===== src/rtl/core/tlr_pkg.sv =====
// Shared types, constants and tables for the thin-lens ray generator.
// No dependencies; imported by every module of the block.
`default_nettype none

package tlr_pkg;

  localparam int FRAC_BITS      = 16;
  localparam int CORDIC_MAX     = 24;
  localparam int CORDIC_DEFAULT = 16;
  localparam int RSQRT_ITERS    = 5;

  localparam int CFG_W = 24;

  typedef enum logic [1:0] {
    CFG_TAN_HALF_FOV   = 2'd0,
    CFG_ASPECT_RATIO   = 2'd1,
    CFG_LENS_APERTURE  = 2'd2,
    CFG_FOCUS_DISTANCE = 2'd3
  } cfg_idx_e;

  localparam logic [18:0] TAN_RST    = 19'd37837;
  localparam logic [19:0] ASPECT_RST = 20'd65536;
  localparam logic [16:0] APER_RST   = 17'd0;
  localparam logic [23:0] FOCUS_RST  = 24'd1024;

  // CORDIC start gain 0.6072529350 at FRAC_BITS fraction bits, rounded
  localparam int CORDIC_X0 =
    (652032874 + (1 << (29 - FRAC_BITS))) >> (30 - FRAC_BITS);

  localparam logic signed [18:0] ONE_Q16     = 19'sd65536;
  localparam logic signed [18:0] NEG_ONE_Q16 = -19'sd65536;

  // reciprocal square root seeds, Q.16
  localparam logic [17:0] SEED_A = 18'd53248;
  localparam logic [17:0] SEED_B = 18'd36864;
  localparam logic [17:0] SEED_C = 18'd26624;
  localparam logic [17:0] SEED_D = 18'd20480;

  typedef logic signed [19:0] cxy_t;
  typedef logic signed [31:0] cz_t;
  typedef logic signed [39:0] vec_t;
  typedef logic signed [18:0] vn_t;

  // arctangent table in binary angle units (2^32 per turn)
  function automatic logic [31:0] atan_turn(input int idx);
    logic [31:0] r;
    case (idx)
      0:  r = 32'h20000000;
      1:  r = 32'h12E4051E;
      2:  r = 32'h09FB385B;
      3:  r = 32'h051111D4;
      4:  r = 32'h028B0D43;
      5:  r = 32'h0145D7E1;
      6:  r = 32'h00A2F61E;
      7:  r = 32'h00517C55;
      8:  r = 32'h0028BE53;
      9:  r = 32'h00145F2F;
      10: r = 32'h000A2F98;
      11: r = 32'h000517CC;
      12: r = 32'h00028BE6;
      13: r = 32'h000145F3;
      14: r = 32'h0000A2FA;
      15: r = 32'h0000517D;
      16: r = 32'h000028BE;
      17: r = 32'h0000145F;
      18: r = 32'h00000A30;
      19: r = 32'h00000518;
      20: r = 32'h0000028C;
      21: r = 32'h00000146;
      22: r = 32'h000000A3;
      23: r = 32'h00000051;
      default: r = 32'h0;
    endcase
    return r;
  endfunction

endpackage

`default_nettype wire


===== src/rtl/core/tlr_rsqrt_cell.sv =====
// One Newton step of the reciprocal square root, three register stages.
// Depends on tlr_pkg; side data rides along unchanged.
`default_nettype none

module tlr_rsqrt_cell import tlr_pkg::*; #(
  parameter int SideW = 1
) (
  input  wire logic             clk_i,
  input  wire logic             rst_ni,
  input  wire logic             valid_i,
  input  wire logic [35:0]      s_i,
  input  wire logic [17:0]      y_i,
  input  wire logic [SideW-1:0] side_i,
  output logic                  valid_o,
  output logic [35:0]           s_o,
  output logic [17:0]           y_o,
  output logic [SideW-1:0]      side_o
);

  logic [2:0]       valid_q;
  logic [35:0]      s1_q, s2_q, s3_q;
  logic [17:0]      y1_q, y2_q, y3_q;
  logic [19:0]      yy_q;
  logic [17:0]      tm_q;
  logic [SideW-1:0] sd1_q, sd2_q, sd3_q;

  logic [35:0]        yy_full;
  logic [39:0]        p_full;
  logic signed [24:0] tm_s;
  logic [35:0]        yn_full;

  always_comb begin
    yy_full = y_i * y_i;
    p_full  = s1_q[35:16] * yy_q;
    tm_s    = 25'sd196608 - $signed({1'b0, p_full[39:16]});
    yn_full = y2_q * tm_q;
  end

  always_ff @(posedge clk_i or negedge rst_ni) begin
    if (!rst_ni) begin
      valid_q <= '0;
    end else begin
      valid_q <= {valid_q[1:0], valid_i};
    end
  end

  always_ff @(posedge clk_i) begin
    s1_q  <= s_i;
    y1_q  <= y_i;
    yy_q  <= yy_full[35:16];
    sd1_q <= side_i;
    s2_q  <= s1_q;
    y2_q  <= y1_q;
    tm_q  <= tm_s[24] ? 18'd0 : tm_s[17:0];
    sd2_q <= sd1_q;
    s3_q  <= s2_q;
    y3_q  <= yn_full[34:17];
    sd3_q <= sd2_q;
  end

  assign valid_o = valid_q[2];
  assign s_o     = s3_q;
  assign y_o     = y3_q;
  assign side_o  = sd3_q;

endmodule

`default_nettype wire


===== config.mk =====
export PLATFORM = sky130hd
export DESIGN_NAME = tlr_rsqrt_cell
export DESIGN_NICKNAME = d
export VERILOG_FILES = /design/src/rtl/core/tlr_pkg.sv /design/src/rtl/core/tlr_rsqrt_cell.sv
export SDC_FILE = /design/constraint.sdc
export NUM_CORES = 2
export LEC_CHECK = 0
export CORE_MARGIN = 5
export CORE_UTILIZATION = 65
export DETAILED_ROUTE_END_ITERATION = 8
export DONT_BUFFER_PORTS = 1
export GPL_TIMING_DRIVEN = 0
export PLACE_DENSITY = 0.83
export SYNTH_ARGS = -nofsm -noshare
export SYNTH_HDL_FRONTEND = slang
export SYNTH_SLANG_ARGS = --single-unit
export TNS_END_PERCENT = 20

===== constraint.sdc =====
create_clock -name clk_i -period 24 [get_ports clk_i]
set_clock_uncertainty 0.1 [all_clocks]
set_input_delay 1.2 -clock clk_i [delete_from_list [all_inputs] [get_ports clk_i]]
set_output_delay 1.2 -clock clk_i [all_outputs]
set_load 0.1 [all_outputs]

==> metrics.csv <==
stage,metric,value,unit
run_status,outcome,completed,
setup_path,critPathTopFamily,adder cells,
drt,routed_wirelength,85000,µm
global_routing,grt_pass1_vias,28200,
synth,ys.flop_type,dfxtp_1,
global_routing,top_usage_layer,met2,
synth,synth_top_area_cell,fa_1,
synth,ys_seq_area_frac,0.115,
placed_design,hpwl,69100,µm
global_routing,gr-usage-all-layers,0.296,
drt,firstDrtPassIters,6,
setup_path,r2r_end,tm_q[13],
synth,yosys_warnings,0,
synth,netlist_area,35900,µm²
cts,cts_tree,built,
synth,yosys-top-cells-area,"fa_1, ha_1, dfxtp_1",
timing,rsz0062_at_grt,false,
run,cap_violations,0,
drt,vias,25400,
layout,stdcell_area,37700,µm²
synth,synthDistinctLibCells,68,
setup_path,startpoint_type,register,
timing,tightest_slew,1.29,ns
global_routing,gr-usage-met2,0.498,
placed_design,gp_congestion,0.971,
global_routing,grt_pass1_wl,141000,µm
synth,async_reset_ff_frac,0.0146,
global_routing,gr-total-overflow,0,
synth,synth_edf_count,0,
layout,num-fill-cells,4196,
cts,clk_path_buf_depth,3,
synth,synth_seq_cells,206,
drt,drt_iter0_drc,1632,
timing,min_period_over_period,0.377,
die,fp.dieW,245,µm
layout,final_cell_mix,"inv_1, fa_1, nand2_1, and2_1, ha_1",
setup_path,critPathMaxStageDelay,1.11,ns
drt,antenna_left,0,
die,pin_count,114,
drt,avgRoutedWirePerCell,18.6,µm
die,start_util,0.654,
cts,worstSkewPairLatency,0.57,ns
cts,cts.sinks,206,
die,die_h,245,µm
setup_path,critical_path_arrival,9.41,ns
setup_path,cp_max_fo,10,
timing,setup_viol_count_final,0,
placed_design,port_buffers,0,
setup_path,crit_buf_inv,7,
layout,drive_gt1_frac,0.0176,
layout,final_core_util,0.686,
setup_path,end_kind,register,
cts,path_clk_slew,0.07,ns
timing,maxSlewHeadroom,0.119,
global_routing,antenna_found_initial,4,
setup_path,crit-reg2reg-launch,yy_q[3],
cts,postCtsSetupBuffers,0,
timing,min_period,9.05,ns
timing,drv_slew,0,
die,rows,86,
die,fp.coreArea,54900,µm²
setup_path,required,24.36,ns
cts,numCtsBuffers,25,
timing,tns,0,ns
timing,hold_viol,0,
layout,diodes,0,
setup_path,worstRegToRegCells,27,
setup_path,rrSetupSlack,14.95,ns
setup_path,crit_cells,27,
layout,layout_commonest_cell,inv_1,
global_routing,grt_max_degree,15,
drt,drc,0,
synth,synth.avg_cell_area,9.42,µm²
layout,syn_to_final_growth,4.91,%
cts,cts-root-buf,clkbuf_16,
cts,cts_hold_buf,0,
worst_hold_path,hp-class,input port to async pin,
timing,fmax,111,MHz
setup_path,crit_path_top_delay_cell,a2111oi_0,
setup_path,path_common_cell,fa_1,
drt,vias_per_cell,5.58,
global_routing,met3_usage,0.0466,
synth,synth_top_area_frac,0.439,
cts,cts.htree.levels,1,
synth,syn_inst,3809,
global_routing,grtUsageMet1,0.383,
placed_design,dpl_cell_area,36800,µm²
cts,cts_resized,0,
layout,nNetsFinal,5046,
die,die_area,60000,µm²
synth,syn-num-nets,5019,
setup_path,crit_type,register to register,
-- cell type report --
cell class              instances  area, µm²  area share
well taps                     704        881      0.0234
plain buffers                 162        621      0.0165
flip-flops and latches        206       4140       0.110
multi-input cells            2505      27600       0.733
clock inverters                15        195     0.00518
clock buffers                  31        688      0.0183
inverters                     936       3510      0.0933
-- logic make-up after synthesis --
group | Yosys count | share of synthesized area
buf+inv | 1098 | 0.115
xor+xnor | 81 | 0.0198
mux | 3 | 0.000871
flops | 206 | 0.115
simple gates | 1093 | 0.150
compound gates | 176 | 0.0324
fa+ha+maj | 1152 | 0.566
-- worst register-to-register path: stages (launching register included) --
cell and delay, ns:
dfxtp_1 0.35, clkbuf_1 0.61, and2_1 0.26, fa_1 0.44, fa_1 0.53, inv_1 0.05, fa_1 0.48, inv_1 0.06
fa_1 0.50, inv_1 0.06, fa_1 0.53, inv_1 0.05, fa_1 0.49, inv_1 0.05, fa_1 0.47, inv_1 0.04
ha_1 0.33, a21oi_1 0.15, o21ai_0 0.10, o21ai_1 0.38, nand3b_2 0.19, a311o_1 0.42, a2111oi_0 1.11, nand2_1 0.26
nor3_1 0.50, nand3_1 0.16, xnor2_1 0.19, nor2_1 0.06
-- routing by layer --
| layer | wire length (µm) | part of all wire |
|---|---|---|
| met5 | 43 | 0.00051 |
| met4 | 4280 | 0.050 |
| met3 | 6960 | 0.082 |
| met2 | 41600 | 0.49 |
| met1 | 32100 | 0.38 |
-- how the worst max path moves through the flow --
stage,to,from,slack (ns)
after floorplan,tm_q[11],s1_q[25],16.34
after global placement,tm_q[14],yy_q[2],15.27
after detailed placement,tm_q[13],s1_q[17],15.14
after CTS,tm_q[13],s1_q[17],15.06
after global routing,tm_q[13],yy_q[2],14.56
final,tm_q[13],yy_q[3],14.95
-- Yosys cell counts, types with 7 or more instances --
master	number
a21oi_1	55
nand3_1	19
nand2b_1	8
nor3_1	23
ha_1	365
xor2_1	25
nor2b_1	12
o21a_1	12
nor2_1	72
and2_1	396
xnor2_1	56
a31oi_1	8
dfxtp_1	203
inv_1	936
a21o_1	25
nand2_1	511
clkbuf_1	155
o21ai_0	27
fa_1	787
nand4_1	7
and3_1	11
-- stage by stage --
step | hold WS (ns) | cells | worst slack [ns]
after floorplan | 0.210 | 3809 | 16.34
after global placement | 0.210 | 4513 | 15.27
after detailed placement | 0.212 | 4513 | 15.14
after CTS | 0.180 | 4559 | 15.06
after global routing | 0.187 | 4559 | 14.56
final | 0.213 | 4559 | 14.95
-- state kept, by name (all words and copies together), names as in the netlist --
| signal | cells |
|---|---|
| valid_q | 3 |
| yy_q | 20 |
| sd2_q | 1 |
| sd1_q | 1 |
| y_o | 18 |
| s2_q | 36 |
| s1_q | 36 |
| tm_q | 18 |
| s_o | 36 |
| y2_q | 18 |
| y1_q | 18 |
| side_o | 1 |
Power is not shown: default switching activity piles up to over one toggle a cycle in this logic, so the estimate is an artifact.
